===== src/rtl/canonical_line_editor_ring_macros.svh =====
// Assertion macros used by the line editor top level.
// Each macro expects signals named clk and rst_n in the including scope.
`ifndef CANONICAL_LINE_EDITOR_RING_MACROS_SVH
`define CANONICAL_LINE_EDITOR_RING_MACROS_SVH

// A condition that must hold at every clock edge out of reset.
`define CLER_ASSERT_ALWAYS(name, cond, msg) \
    name: assert property (@(posedge clk) disable iff (!rst_n) (cond)) else $error(msg);

// An antecedent that implies a consequent in the same cycle.
`define CLER_ASSERT_IMPL(name, ante, cons, msg) \
    name: assert property (@(posedge clk) disable iff (!rst_n) (ante) |-> (cons)) \
        else $error(msg);

`endif


===== src/rtl/cler_pkg.sv =====
// Package for the canonical line editor: character codes, result kinds,
// sequencer states, pointer unit operations and configuration types. No dependencies.
package cler_pkg;

    localparam int CLER_RING_DEPTH = 64;

    localparam logic [7:0] CH_CR    = 8'h0D;
    localparam logic [7:0] CH_LF    = 8'h0A;
    localparam logic [7:0] CH_DEL   = 8'h7F;
    localparam logic [7:0] CH_KILL  = 8'h15;
    localparam logic [7:0] CH_ERASE = 8'h08;
    localparam logic [7:0] CH_EOF   = 8'h04;
    localparam logic [7:0] CH_DUMP  = 8'h10;
    localparam logic [7:0] CH_NUL   = 8'h00;

    localparam logic       ECHO_ENABLE_RST = 1'b1;
    localparam logic [7:0] ERASE_CODE_RST  = 8'h08;

    typedef enum logic [1:0] {
        CFG_ECHO_ENABLE = 2'd0,
        CFG_ERASE_CODE  = 2'd1
    } cfg_index_t;

    typedef enum logic {
        ACT_RECEIVE = 1'b0,
        ACT_READ    = 1'b1
    } action_t;

    typedef enum logic [2:0] {
        KIND_ECHO      = 3'd0,
        KIND_READ      = 3'd1,
        KIND_EOF_TAKEN = 3'd2,
        KIND_EOF_KEPT  = 3'd3,
        KIND_NONE      = 3'd4
    } kind_t;

    typedef enum logic [1:0] {
        ALU_PASS = 2'd0,
        ALU_INC  = 2'd1,
        ALU_DEC  = 2'd2,
        ALU_DIFF = 2'd3
    } alu_op_t;

    typedef enum logic [3:0] {
        ST_IDLE,
        ST_CHECK,
        ST_STORE,
        ST_ADVANCE,
        ST_COMMIT,
        ST_ERASE,
        ST_KILL_RD,
        ST_KILL_CHK,
        ST_KILL_END,
        ST_READ_RD,
        ST_READ_CHK
    } state_t;

    typedef struct packed {
        logic       echo_en;
        logic [7:0] erase_code;
    } cfg_t;

    typedef struct packed {
        logic idle;
        logic pend;
    } stat_t;

endpackage


===== src/rtl/cler_ram.sv =====
// Generic single-write, single-read RAM with a registered read port.
// No dependencies.
module cler_ram #(
    parameter int WIDTH = 8,
    parameter int DEPTH = 64
) (
    input  logic                     clk,
    input  logic                     wr_en,
    input  logic [$clog2(DEPTH)-1:0] wr_addr,
    input  logic [WIDTH-1:0]         wr_data,
    input  logic                     rd_en,
    input  logic [$clog2(DEPTH)-1:0] rd_addr,
    output logic [WIDTH-1:0]         rd_data
);

    logic [WIDTH-1:0] mem_reg [DEPTH];
    logic [WIDTH-1:0] rd_data_reg;

    always_ff @(posedge clk)
    begin
        if (wr_en)
        begin
            mem_reg[wr_addr] <= wr_data;
        end
        if (rd_en)
        begin
            rd_data_reg <= mem_reg[rd_addr];
        end
    end

    assign rd_data = rd_data_reg;

endmodule


===== src/rtl/cler_ptr_alu.sv =====
// Shared pointer unit: increment, decrement, difference modulo twice the ring depth,
// and the ring slot of the result. Depends on cler_pkg.
module cler_ptr_alu import cler_pkg::*; #(
    parameter int RING_DEPTH = CLER_RING_DEPTH
) (
    input  alu_op_t                             op,
    input  logic [$clog2(2*RING_DEPTH)-1:0]     a,
    input  logic [$clog2(2*RING_DEPTH)-1:0]     b,
    output logic [$clog2(2*RING_DEPTH)-1:0]     res,
    output logic [$clog2(RING_DEPTH)-1:0]       res_slot
);

    localparam int PTR_W  = $clog2(2*RING_DEPTH);
    localparam int ADDR_W = $clog2(RING_DEPTH);
    localparam logic [PTR_W:0]   MOD_X   = (PTR_W+1)'(2*RING_DEPTH);
    localparam logic [PTR_W-1:0] MOD_M1  = PTR_W'(2*RING_DEPTH-1);
    localparam logic [PTR_W-1:0] DEPTH_P = PTR_W'(RING_DEPTH);

    logic [PTR_W:0]   diff_wide;
    logic [PTR_W-1:0] slot_wide;

    always_comb
    begin
        diff_wide = {1'b0, a} + MOD_X - {1'b0, b};
        if (diff_wide >= MOD_X)
        begin
            diff_wide = diff_wide - MOD_X;
        end
        case (op)
            ALU_PASS: res = a;
            ALU_INC:  res = (a == MOD_M1) ? '0 : a + PTR_W'(1);
            ALU_DEC:  res = (a == '0) ? MOD_M1 : a - PTR_W'(1);
            ALU_DIFF: res = diff_wide[PTR_W-1:0];
            default:  res = a;
        endcase
        slot_wide = (res >= DEPTH_P) ? res - DEPTH_P : res;
        res_slot  = slot_wide[ADDR_W-1:0];
    end

endmodule


===== src/rtl/cler_ctrl.sv =====
// Sequencer of the line editor: ring pointers, input capture, per-step control
// of the pointer unit and the ring RAM, and the output register. Depends on cler_pkg.
module cler_ctrl import cler_pkg::*; #(
    parameter int RING_DEPTH = CLER_RING_DEPTH
) (
    input  logic                                clk,
    input  logic                                rst_n,
    input  cfg_t                                cfg,
    input  logic                                in_valid,
    output logic                                in_ready,
    input  action_t                             in_action,
    input  logic [7:0]                          in_byte,
    input  logic                                in_started,
    output logic                                out_valid,
    input  logic                                out_ready,
    output kind_t                               out_kind,
    output logic [7:0]                          out_byte,
    output logic                                out_last,
    output alu_op_t                             alu_op,
    output logic [$clog2(2*RING_DEPTH)-1:0]     alu_a,
    output logic [$clog2(2*RING_DEPTH)-1:0]     alu_b,
    input  logic [$clog2(2*RING_DEPTH)-1:0]     alu_res,
    input  logic [$clog2(RING_DEPTH)-1:0]       alu_slot,
    output logic                                ram_wr_en,
    output logic [$clog2(RING_DEPTH)-1:0]       ram_wr_addr,
    output logic [7:0]                          ram_wr_data,
    output logic                                ram_rd_en,
    output logic [$clog2(RING_DEPTH)-1:0]       ram_rd_addr,
    input  logic [7:0]                          ram_rd_data,
    output stat_t                               stat
);

    localparam int PTR_W = $clog2(2*RING_DEPTH);
    localparam logic [PTR_W-1:0] DEPTH_P = PTR_W'(RING_DEPTH);

    state_t           state_reg, state_next;
    logic [PTR_W-1:0] read_reg, read_next;
    logic [PTR_W-1:0] commit_reg, commit_next;
    logic [PTR_W-1:0] edit_reg, edit_next;
    logic             pend_reg, pend_next;
    logic [7:0]       byte_reg;
    logic             started_reg;

    logic             out_valid_reg;
    kind_t            out_kind_reg;
    logic [7:0]       out_byte_reg;
    logic             out_last_reg;

    logic             push;
    kind_t            push_kind;
    logic [7:0]       push_byte;
    logic             push_last;

    logic             out_free;
    logic             echo_go;
    logic             kill_go;
    logic             accept;
    logic             edit_empty;
    logic             ring_empty;

    assign in_ready   = (state_reg == ST_IDLE);
    assign accept     = in_valid && in_ready;
    assign out_free   = !out_valid_reg || out_ready;
    assign echo_go    = !cfg.echo_en || out_free;
    // A held-back erase echo may only go out once the output register has room.
    assign kill_go    = !pend_reg || out_free;
    assign edit_empty = (edit_reg == commit_reg);
    assign ring_empty = (read_reg == commit_reg);

    always_comb
    begin
        state_next = state_reg;
        case (state_reg)
            ST_IDLE:
            begin
                if (accept)
                begin
                    if (in_action == ACT_READ)
                    begin
                        state_next = ST_READ_RD;
                    end
                    else if (in_byte == CH_KILL)
                    begin
                        state_next = ST_KILL_RD;
                    end
                    else if (in_byte == CH_ERASE || in_byte == CH_DEL)
                    begin
                        state_next = ST_ERASE;
                    end
                    else if (in_byte == CH_DUMP || in_byte == CH_NUL)
                    begin
                        state_next = ST_IDLE;
                    end
                    else
                    begin
                        state_next = ST_CHECK;
                    end
                end
            end
            ST_CHECK:    state_next = (alu_res < DEPTH_P) ? ST_STORE : ST_IDLE;
            ST_STORE:    state_next = echo_go ? ST_ADVANCE : ST_STORE;
            ST_ADVANCE:  state_next = ST_COMMIT;
            ST_COMMIT:   state_next = ST_IDLE;
            ST_ERASE:    state_next = (edit_empty || echo_go) ? ST_IDLE : ST_ERASE;
            ST_KILL_RD:  state_next = edit_empty ? ST_KILL_END : ST_KILL_CHK;
            ST_KILL_CHK:
            begin
                if (ram_rd_data == CH_LF)
                begin
                    state_next = ST_KILL_END;
                end
                else if (kill_go)
                begin
                    state_next = ST_KILL_RD;
                end
            end
            ST_KILL_END: state_next = kill_go ? ST_IDLE : ST_KILL_END;
            ST_READ_RD:
            begin
                if (!ring_empty)
                begin
                    state_next = ST_READ_CHK;
                end
                else if (out_free)
                begin
                    state_next = ST_IDLE;
                end
            end
            ST_READ_CHK: state_next = out_free ? ST_IDLE : ST_READ_CHK;
            default:     state_next = ST_IDLE;
        endcase
    end

    always_comb
    begin
        alu_op      = ALU_PASS;
        alu_a       = edit_reg;
        alu_b       = read_reg;
        ram_wr_en   = 1'b0;
        ram_wr_addr = alu_slot;
        ram_wr_data = byte_reg;
        ram_rd_en   = 1'b0;
        ram_rd_addr = alu_slot;
        push        = 1'b0;
        push_kind   = KIND_ECHO;
        push_byte   = cfg.erase_code;
        push_last   = 1'b1;
        edit_next   = edit_reg;
        read_next   = read_reg;
        commit_next = commit_reg;
        pend_next   = pend_reg;
        case (state_reg)
            ST_IDLE:
            begin
            end
            ST_CHECK:
            begin
                alu_op = ALU_DIFF;
            end
            ST_STORE:
            begin
                ram_wr_en = echo_go;
                push      = echo_go && cfg.echo_en;
                push_byte = byte_reg;
            end
            ST_ADVANCE:
            begin
                alu_op    = ALU_INC;
                edit_next = alu_res;
            end
            ST_COMMIT:
            begin
                alu_op = ALU_DIFF;
                if (byte_reg == CH_LF || byte_reg == CH_EOF || alu_res == DEPTH_P)
                begin
                    commit_next = edit_reg;
                end
            end
            ST_ERASE:
            begin
                alu_op = ALU_DEC;
                if (!edit_empty && echo_go)
                begin
                    edit_next = alu_res;
                    push      = cfg.echo_en;
                end
            end
            ST_KILL_RD:
            begin
                alu_op    = ALU_DEC;
                ram_rd_en = !edit_empty;
            end
            ST_KILL_CHK:
            begin
                // The echo of the previous erased byte is held until it is known
                // whether another one follows, so that only the final one is last.
                alu_op    = ALU_DEC;
                push_last = 1'b0;
                if (ram_rd_data != CH_LF && kill_go)
                begin
                    edit_next = alu_res;
                    push      = pend_reg;
                    pend_next = cfg.echo_en;
                end
            end
            ST_KILL_END:
            begin
                if (pend_reg && out_free)
                begin
                    push      = 1'b1;
                    pend_next = 1'b0;
                end
            end
            ST_READ_RD:
            begin
                alu_a     = read_reg;
                ram_rd_en = !ring_empty;
                push_kind = KIND_NONE;
                push_byte = '0;
                push      = ring_empty && out_free;
            end
            ST_READ_CHK:
            begin
                alu_op = ALU_INC;
                alu_a  = read_reg;
                push   = out_free;
                if (ram_rd_data == CH_EOF)
                begin
                    push_byte = '0;
                    if (started_reg)
                    begin
                        push_kind = KIND_EOF_KEPT;
                    end
                    else
                    begin
                        push_kind = KIND_EOF_TAKEN;
                        if (out_free)
                        begin
                            read_next = alu_res;
                        end
                    end
                end
                else
                begin
                    push_kind = KIND_READ;
                    push_byte = ram_rd_data;
                    if (out_free)
                    begin
                        read_next = alu_res;
                    end
                end
            end
            default:
            begin
            end
        endcase
    end

    always_ff @(posedge clk or negedge rst_n)
    begin
        if (!rst_n)
        begin
            state_reg     <= ST_IDLE;
            read_reg      <= '0;
            commit_reg    <= '0;
            edit_reg      <= '0;
            pend_reg      <= 1'b0;
            out_valid_reg <= 1'b0;
        end
        else
        begin
            state_reg  <= state_next;
            read_reg   <= read_next;
            commit_reg <= commit_next;
            edit_reg   <= edit_next;
            pend_reg   <= pend_next;
            if (push)
            begin
                out_valid_reg <= 1'b1;
            end
            else if (out_ready)
            begin
                out_valid_reg <= 1'b0;
            end
        end
    end

    always_ff @(posedge clk)
    begin
        if (accept)
        begin
            byte_reg    <= (in_byte == CH_CR) ? CH_LF : in_byte;
            started_reg <= in_started;
        end
        if (push)
        begin
            out_kind_reg <= push_kind;
            out_byte_reg <= push_byte;
            out_last_reg <= push_last;
        end
    end

    assign out_valid = out_valid_reg;
    assign out_kind  = out_kind_reg;
    assign out_byte  = out_byte_reg;
    assign out_last  = out_last_reg;
    assign stat.idle = in_ready;
    assign stat.pend = pend_reg;

endmodule


===== src/rtl/canonical_line_editor_ring.sv =====
// Canonical line editor over a byte ring, one transaction at a time. A stored byte passes the
// check, store, advance and commit steps; a byte is dropped at the check step on a full ring,
// and NUL and CH_DUMP bytes are ignored outright. A result not yet taken stalls the sequencer.
// Reset clears pointers and the sequencer and loads the register defaults; no clearing pass.
module canonical_line_editor_ring import cler_pkg::*; #(
    parameter int RING_DEPTH = CLER_RING_DEPTH
) (
    input  logic        clk,
    input  logic        rst_n,
    input  logic        s_tvalid,
    output logic        s_tready,
    input  logic [15:0] s_tdata,   // in_byte[7:0], read_started[8], zero fill
    input  logic        s_tuser,   // action[0]
    output logic        m_tvalid,
    input  logic        m_tready,
    output logic [7:0]  m_tdata,   // out_byte[7:0]
    output logic [2:0]  m_tuser,   // kind[2:0]
    output logic        m_tlast,
    input  logic        cfg_valid,
    output logic        cfg_ready,
    input  logic [1:0]  cfg_index,
    input  logic [7:0]  cfg_data
);

    `include "canonical_line_editor_ring_macros.svh"

    localparam int PTR_W  = $clog2(2*RING_DEPTH);
    localparam int ADDR_W = $clog2(RING_DEPTH);

    logic             echo_en_reg;
    logic [7:0]       erase_code_reg;
    cfg_t             cfg;
    stat_t            stat;
    kind_t            out_kind;

    alu_op_t          alu_op;
    logic [PTR_W-1:0] alu_a;
    logic [PTR_W-1:0] alu_b;
    logic [PTR_W-1:0] alu_res;
    logic [ADDR_W-1:0] alu_slot;

    logic              ram_wr_en;
    logic [ADDR_W-1:0] ram_wr_addr;
    logic [7:0]        ram_wr_data;
    logic              ram_rd_en;
    logic [ADDR_W-1:0] ram_rd_addr;
    logic [7:0]        ram_rd_data;

    assign cfg_ready = 1'b1;

    always_ff @(posedge clk or negedge rst_n)
    begin
        if (!rst_n)
        begin
            echo_en_reg    <= ECHO_ENABLE_RST;
            erase_code_reg <= ERASE_CODE_RST;
        end
        else if (cfg_valid && cfg_ready)
        begin
            case (cfg_index)
                CFG_ECHO_ENABLE: echo_en_reg    <= cfg_data[0];
                CFG_ERASE_CODE:  erase_code_reg <= cfg_data;
                default:
                begin
                end
            endcase
        end
    end

    assign cfg.echo_en    = echo_en_reg;
    assign cfg.erase_code = erase_code_reg;

    cler_ctrl #(
        .RING_DEPTH (RING_DEPTH)
    ) u_ctrl (
        .clk         (clk),
        .rst_n       (rst_n),
        .cfg         (cfg),
        .in_valid    (s_tvalid),
        .in_ready    (s_tready),
        .in_action   (action_t'(s_tuser)),
        .in_byte     (s_tdata[7:0]),
        .in_started  (s_tdata[8]),
        .out_valid   (m_tvalid),
        .out_ready   (m_tready),
        .out_kind    (out_kind),
        .out_byte    (m_tdata),
        .out_last    (m_tlast),
        .alu_op      (alu_op),
        .alu_a       (alu_a),
        .alu_b       (alu_b),
        .alu_res     (alu_res),
        .alu_slot    (alu_slot),
        .ram_wr_en   (ram_wr_en),
        .ram_wr_addr (ram_wr_addr),
        .ram_wr_data (ram_wr_data),
        .ram_rd_en   (ram_rd_en),
        .ram_rd_addr (ram_rd_addr),
        .ram_rd_data (ram_rd_data),
        .stat        (stat)
    );

    cler_ptr_alu #(
        .RING_DEPTH (RING_DEPTH)
    ) u_alu (
        .op       (alu_op),
        .a        (alu_a),
        .b        (alu_b),
        .res      (alu_res),
        .res_slot (alu_slot)
    );

    cler_ram #(
        .WIDTH (8),
        .DEPTH (RING_DEPTH)
    ) u_ring (
        .clk     (clk),
        .wr_en   (ram_wr_en),
        .wr_addr (ram_wr_addr),
        .wr_data (ram_wr_data),
        .rd_en   (ram_rd_en),
        .rd_addr (ram_rd_addr),
        .rd_data (ram_rd_data)
    );

    assign m_tuser = out_kind;

    // A held erase echo must have been flushed before a new transaction is taken.
    `CLER_ASSERT_IMPL(a_idle_no_pend, stat.idle, !stat.pend, "erase echo left pending while idle")
    // Only echo results may be followed by more results of the same item.
    `CLER_ASSERT_IMPL(a_non_echo_last, m_tvalid && m_tuser != KIND_ECHO, m_tlast,
        "read result without last")
    `CLER_ASSERT_IMPL(a_status_zero_byte,
        m_tvalid && (m_tuser == KIND_EOF_TAKEN || m_tuser == KIND_EOF_KEPT ||
        m_tuser == KIND_NONE), m_tdata == 8'h00, "status result carries a nonzero byte")

endmodule


===== config.mk =====
export PLATFORM = sky130hd
export DESIGN_NAME = canonical_line_editor_ring
export DESIGN_NICKNAME = d
export VERILOG_FILES = /design/src/rtl/cler_pkg.sv /design/src/rtl/cler_ram.sv /design/src/rtl/cler_ptr_alu.sv /design/src/rtl/cler_ctrl.sv /design/src/rtl/canonical_line_editor_ring.sv
export VERILOG_INCLUDE_DIRS = /design/src /design/src/rtl
export SDC_FILE = /design/constraint.sdc
export NUM_CORES = 1
export LEC_CHECK = 0
export ABC_AREA = 0
export BUFFER_PORTS_ARGS = -buffer_cell sky130_fd_sc_hd__buf_2
export CAP_MARGIN = 10
export CORE_MARGIN = 2
export CORE_UTILIZATION = 63
export CTS_CLUSTER_DIAMETER = 40
export DETAILED_ROUTE_END_ITERATION = 16
export GPL_ROUTABILITY_DRIVEN = 1
export PLACE_DENSITY = 0.77
export SYNTH_ARGS = -nofsm -noshare
export SYNTH_HDL_FRONTEND = slang
export SYNTH_SLANG_ARGS = --single-unit
export TNS_END_PERCENT = 20

===== constraint.sdc =====
create_clock -name clk -period 5 [get_ports clk]
set_input_delay 0 -clock clk [delete_from_list [all_inputs] [get_ports clk]]
set_output_delay 0 -clock clk [all_outputs]
set_load 0.05 [all_outputs]

Word level (Yosys, flattened, before mapping)
Memory sizes are Yosys's and may differ from the RTL's. A register that Yosys moved wholly into a read port is not among the register bits. Cells that the tools add are included. W data, S select, Z words.

Add/sub/neg operators: 6. Multipliers: 0. Divide/modulo/power cells: 0. Order comparisons: 3. Equal/unequal tests: 35. Shift operators: 0. Multiplexer cells: 48. Bitwise gates (word level): 0. Reductions and logical operators: 38.

Operator list (count): $mux W7 (9); $mux W4 (11); $pmux W4 S10 (1); $eq A8 B4 Y1 const B (4); $pmux W7 S4 (1); $pmux W8 S3 (1); $pmux W7 S3 (1); $eq A4 B3 Y1 const B (4); $eq A8 B3 Y1 const B (2); $eq A8 B5 Y1 const B (2); $eq A7 B7 Y1 (2); $eq A7 B7 Y1 const B (2); $mux W1 (14); $sub A7 B1 Y7 const B (2); $eq A4 B4 Y1 const B (3); $reduce_and A3 Y1 (3); $add A7 B8 Y8 const B (1); $eq A4 B2 Y1 const B (2); $eq A8 B7 Y1 const B (1); $ge A8 B8 Y1 const B (1); $logic_not A8 Y1 (1); $logic_or A1 B1 Y1 (8); $mux W8 (1); $ne A8 B4 Y1 const B (1); 29 further kinds (52).

Bits in registers: 57. Bits in latches: 0. Bits in writable memories: 512. Memory bits (read-only): 0. Input port bits: 32. Logic and storage cells: 144. Memories kept: 1.

Memories: u_ring.mem_reg (depth 64, bits a word 8, rd ports 1, clocked after memory_dff 1, wr ports 1, line cler_ram.sv:16) `logic [WIDTH-1:0] mem_reg [DEPTH];`.

Logic depth before layout (Yosys ltp)
Depth in word-level cells: 11. Gate-level depth with buffers: 22.

Cells and area by module
A second synthesis with hierarchy kept.

Cells, all modules: 1331. Area, all modules: 24186.9 sq um.

Modules (own cells, without submodules): cler_ram (instances 1, cells each 940, area an instance 20246.9 sq um, seq. area each 15615.0 sq um); cler_ctrl (instances 1, cells each 253, area an instance 2792.7 sq um, seq. area each 1306.3 sq um); cler_ptr_alu (instances 1, cells each 116, area an instance 779.5 sq um, seq. area each 0.0 sq um); canonical_line_editor_ring (instances 1, cells each 22, area an instance 367.9 sq um, seq. area each 227.7 sq um).

Worst setup path before layout
OpenSTA, ideal clock, no wires.

Kind: register -> register. Start: register u_ctrl.state_reg[3]. End: memory u_ring.mem_reg[14][0], enable pin. Library setup time: 0.370 ns. Arrival time: 3.750 ns. Data required time: 4.630 ns. Path slack: 0.879 ns. Stages on the path, launching flop included: 15. Cells stage by stage: dfrtp_1 -> buf_2 -> and2b_1 -> buf_4 -> nand2_4 -> mux2i_2 -> ha_1 -> fa_1 -> nor2_1 -> a2bb2oi_2 -> buf_2 -> buf_2 -> buf_2 -> nand4_1 -> nor2_1.

Cells in the longest elaborated chain, start to end: 10.

RTL lines: from (decl) (line cler_ctrl.sv:36) `state_t state_reg, state_next;`; from (signal assigned) (line cler_ctrl.sv:272) `state_reg <= state_next;`; $eq A4 B4 Y1 (line cler_ctrl.sv:152) `case (state_reg)`; $reduce_or A2 Y1 (no source line); $mux W7 (line cler_ctrl.sv:152); $add A7 B8 Y8 (line cler_ptr_alu.sv:24) `diff_wide = {1'b0, a} + MOD_X - {1'b0, b};`; $sub A8 B7 Y8 (line cler_ptr_alu.sv:24); $sub A7 B1 Y7 or $ge A8 B8 Y1 (tied branches) (line cler_ptr_alu.sv:27, cler_ptr_alu.sv:25); $mux W7 (line cler_ptr_alu.sv:25) `if (diff_wide >= MOD_X)`; $pmux W7 S4 (line cler_ptr_alu.sv:29) `case (op)`; $sub A6 B1 Y6 or $ge A7 B7 Y1 (tied branches) (line cler_ptr_alu.sv:36) `slot_wide = (res >= DEPTH_P) ? res - DEPTH_P : res;`; $mux W6 (line cler_ptr_alu.sv:36); to (decl) (line cler_ram.sv:16).

Several ways; a longest one is shown, not always the timed one.

Worst setup path in the final report
Start: register u_ctrl.state_reg[2]. End: register u_ring.rd_data_reg[3] (netlist: u_ring.rd_data[3]), read port of u_ring.mem_reg (data pin).

Cells in the longest elaborated chain, start to end: 10.

RTL lines: $eq A4 B4 Y1 (line cler_ctrl.sv:152); $reduce_or A2 Y1 (no source line); $mux W7 (line cler_ctrl.sv:152); $add A7 B8 Y8 (line cler_ptr_alu.sv:24); $sub A8 B7 Y8 (line cler_ptr_alu.sv:24); $sub A7 B1 Y7 or $ge A8 B8 Y1 (tied branches) (line cler_ptr_alu.sv:27, cler_ptr_alu.sv:25); $mux W7 (line cler_ptr_alu.sv:25); $pmux W7 S4 (line cler_ptr_alu.sv:29); $sub A6 B1 Y6 or $ge A7 B7 Y1 (tied branches) (line cler_ptr_alu.sv:36); $mux W6 (line cler_ptr_alu.sv:36); to (decl) (line cler_ram.sv:17) `logic [WIDTH-1:0] rd_data_reg;`.

Several ways; a longest one is shown, not always the timed one. A chain may end at the register's enable or synchronous reset.

==> impl_metrics.tcl <==
set metrics [dict create \
    outcome "finished clean" \
    cpPeakStageDelay_ps 630 \
    synth_warnings 0 \
    detail_route.first_pass.iterations 6 \
    worstMarginPinSlew_ps 1270 \
    final_min_period_over_clock_period_pct 95.6 \
    most-common-layout-cells "sky130_fd_sc_hd__edfxtp_1, sky130_fd_sc_hd__nand3_1, sky130_fd_sc_hd__nand2_1, sky130_fd_sc_hd__buf_4, sky130_fd_sc_hd__nor2_1" \
    synth.avg_cell_area_um2 13.5 \
    initial_core_util_pct 63.8 \
    yosys.cell_types.count 83 \
    fill_cells 2412 \
    drive_above_1_share_pct 16.8 \
    clk_latency_ps 600 \
    n_antenna_cell 0 \
    die-width_um 202 \
    setup_viol_count_final 0 \
    maxCapViolations 0 \
    drt-wirelength-per-cell_um 24.7 \
    criticalPathCategory "reg2reg" \
    detailed_place_hpwl_um 38600 \
    cp.buffers_inverters 2 \
    nNetsFinal 2011 \
    crit_fanout 16 \
    vias_in_the_first_global_route 15900 \
    tritoncts_num_sinks 577 \
    final_critical_delay_including_setup_and_external_delays_ps 4780 \
    tritoncts.num_buffers 67 \
    ys_async_sr_fraction_pct 6.24 \
    reg2reg_from "u_ctrl.state_reg[2]$_DFFE_PN0P_" \
    clock-root-buffer "sky130_fd_sc_hd__clkbuf_16" \
    detail_route.iter0.violations 2167 \
    grt_overflow_total 0 \
    synth_top_flop_cell "sky130_fd_sc_hd__edfxtp_1" \
    drt_drc_violations_left 0 \
    cp_data_arrival_time_ps 5100 \
    syn_area_mm2 0.0247 \
    number_of_flops_mapped_to_enable_cells_by_yosys 541 \
    timing_hold_violations_final 0 \
    layout.area.seq_mm2 0.0171 \
    port_buffers 38 \
    setup_tns_ps 0 \
    final-max-slew-violation-count 0 \
    floorplan.core_area_mm2 0.0387 \
    globalRouteTotalUtil_pct 31.1 \
    cts-htree-levels 3 \
    die_y_um 202 \
    clock_pin_slew_of_the_registers_on_the_worst_case_setup_and_hold_paths_ps 60 \
    cpMaxStageDelayCell "sky130_fd_sc_hd__or4_1" \
    start_kind "flip-flop" \
    seq_area_frac_synth_pct 69.3 \
    worst-r2r-cell-count 16 \
    critPathCaptureType "flip-flop" \
    flow.area_growth_from_synthesis_pct 15.3 \
    post_synth_inst_count 1831 \
    largest_reg_flops 512 \
    timing.critical_path.required_ps 5320 \
    i_o_pins 47 \
    hold_path_class "in2async" \
    cts_tree "yes" \
    crit_top_cell "sky130_fd_sc_hd__buf_4" \
    totalWireLength_um 62800 \
    r2r_setup_slack_ps 220 \
    commonest_non_fill_non_tap_cell_in_the_layout "sky130_fd_sc_hd__edfxtp_1" \
    vias_per_cell 6.52 \
    max_clock_freq_mhz 209 \
    largest_net_degree_at_the_start_of_global_routing 130 \
    multi_input_area_mm2 0.00695 \
    slew_headroom_pct 15.2 \
    grt_antenna_before_repair 2 \
    route.vias.total 16600 \
    num_rows 72 \
    place_congestion 0.942 \
    die_area_mm2 0.0409 \
    critical-path-top-delay-family "simple AND/OR/NAND/NOR gates" \
    first_pass_grt_wire_length_um 95500 \
    clk_path_buf_depth 3 \
    fin_worst_skew_ps 19.7 \
    ant_nets 0 \
    grt_setup_unrepaired "no" \
    endpoint_of_the_worst_slack_reg_to_reg_timing_path "u_ring.rd_data[3]$_DFFE_PP_" \
    postSynthRegisterBits 577 \
    path_cells "buf_4 > nand2b_4 > o21ai_1 > nand2_1 > ha_1 > o21a_1 > o31a_1 > a211oi_1 > a21oi_1 > o2111ai_2 > nor2b_1 > buf_4 > nand3_1 > o22a_1 > nand4_1 > or4_1" \
    mappedNetlistNets 1873 \
    post-cts-setup-buffers 0 \
]
-- what timing repair did --
| item | CTS | global route |
|---|---|---|
| hold buffers | 25 | 0 |
| gates resized for setup | 0 | 0 |
| hold endpoints to repair | 60 | 0 |
-- layout make-up --
cell class                 count  share of cell area [%]
clock buffer                  84                    6.21
clock inverter                35                    1.27
inverter                      13                   0.171
multi-input combinational   1116                    24.4
sequential                   577                    60.2
tap                          518                    2.27
timing repair buffer         194                    5.54
-- per-stage QoR --
stage | cell area (µm²) | setup slack (ps) | cells | hold slack, ps | utilization [%]
after floorplan | 24700 | 879 | 1831 | -296 | -
after global placement | 26100 | 468 | 2391 | 149 | 67.4
after detailed placement | 26100 | 412 | 2392 | 155 | 67.4
after CTS | 28500 | 379 | 2536 | 78.2 | 73.5
after global routing | 28500 | 37.0 | 2537 | 151 | 73.6
final | 28500 | 220 | 2537 | 50.9 | 73.6
-- worst max path at each step --
stage,slack (ps),from,end,depth (start not counted)
6_report,220,u_ctrl.state_reg[2]$_DFFE_PN0P_,u_ring.rd_data[3]$_DFFE_PP_,16
5_1_grt,40,u_ctrl.state_reg[2]$_DFFE_PN0P_,u_ring.rd_data[3]$_DFFE_PP_,16
4_1_cts,380,u_ctrl.state_reg[2]$_DFFE_PN0P_,u_ring.rd_data[4]$_DFFE_PP_,16
3_5_place_dp,410,u_ctrl.state_reg[2]$_DFFE_PN0P_,u_ring.rd_data[3]$_DFFE_PP_,16
3_3_place_gp,470,u_ctrl.state_reg[2]$_DFFE_PN0P_,u_ring.rd_data[1]$_DFFE_PP_,16
2_1_floorplan,880,u_ctrl.state_reg[3]$_DFFE_PN0P_,u_ring.mem_reg[14][0]$_DFFE_PP_,14
-- per-layer routing --
layer / global-route usage, % / wire (µm) / vias to the layer above
met5: 0 / 28 / -
met4: 12.1 / 2330 / 4
met3: 5.66 / 6410 / 161
met2: 48.6 / 29400 / 1028
met1: 44.0 / 24600 / 8033
li1: - / - / 7325
-- logic make-up after synthesis --
group | Yosys count | synth area share, %
compound gates | 241 | 7.26
xor+xnor | 21 | 0.774
fa+ha+maj | 10 | 0.536
buf+inv | 138 | 2.72
flops | 577 | 69.3
mux | 101 | 4.92
other cells | 1 | 0.0152
simple gates | 742 | 14.4
-- Yosys cell counts, drive strengths merged (18+ instances only) --
| cell | n | share of area, % |
|---|---|---|
| edfxtp | 541 | 66 |
| nand2 | 215 | 3.3 |
| o21ai | 40 | 0.84 |
| a21oi | 18 | 0.38 |
| buf | 74 | 1.7 |
| o211ai | 54 | 1.7 |
| dfrtp | 34 | 3.4 |
| mux2i | 65 | 2.6 |
| nor2 | 102 | 1.6 |
| nand4 | 47 | 1.2 |
| nand3 | 279 | 5.7 |
| clkbuf | 51 | 0.77 |
| mux2 | 22 | 1.0 |
| a22oi | 30 | 0.91 |
-- worst reg2reg max path, cell delays in order (launching register included) --
cell                        delay, ps
sky130_fd_sc_hd__dfrtp_1          370
sky130_fd_sc_hd__buf_4            190
sky130_fd_sc_hd__nand2b_4         250
sky130_fd_sc_hd__o21ai_1          290
sky130_fd_sc_hd__nand2_1          180
sky130_fd_sc_hd__ha_1             360
sky130_fd_sc_hd__o21a_1           140
sky130_fd_sc_hd__o31a_1           150
sky130_fd_sc_hd__a211oi_1          60
sky130_fd_sc_hd__a21oi_1          200
sky130_fd_sc_hd__o2111ai_2        370
sky130_fd_sc_hd__nor2b_1          280
sky130_fd_sc_hd__buf_4            180
sky130_fd_sc_hd__nand3_1          350
sky130_fd_sc_hd__o22a_1           300
sky130_fd_sc_hd__nand4_1          220
sky130_fd_sc_hd__or4_1            630
Power is left out: the tool's default activity adds up to more than one toggle a clock period on the data nets, which glitch-free logic cannot reach.
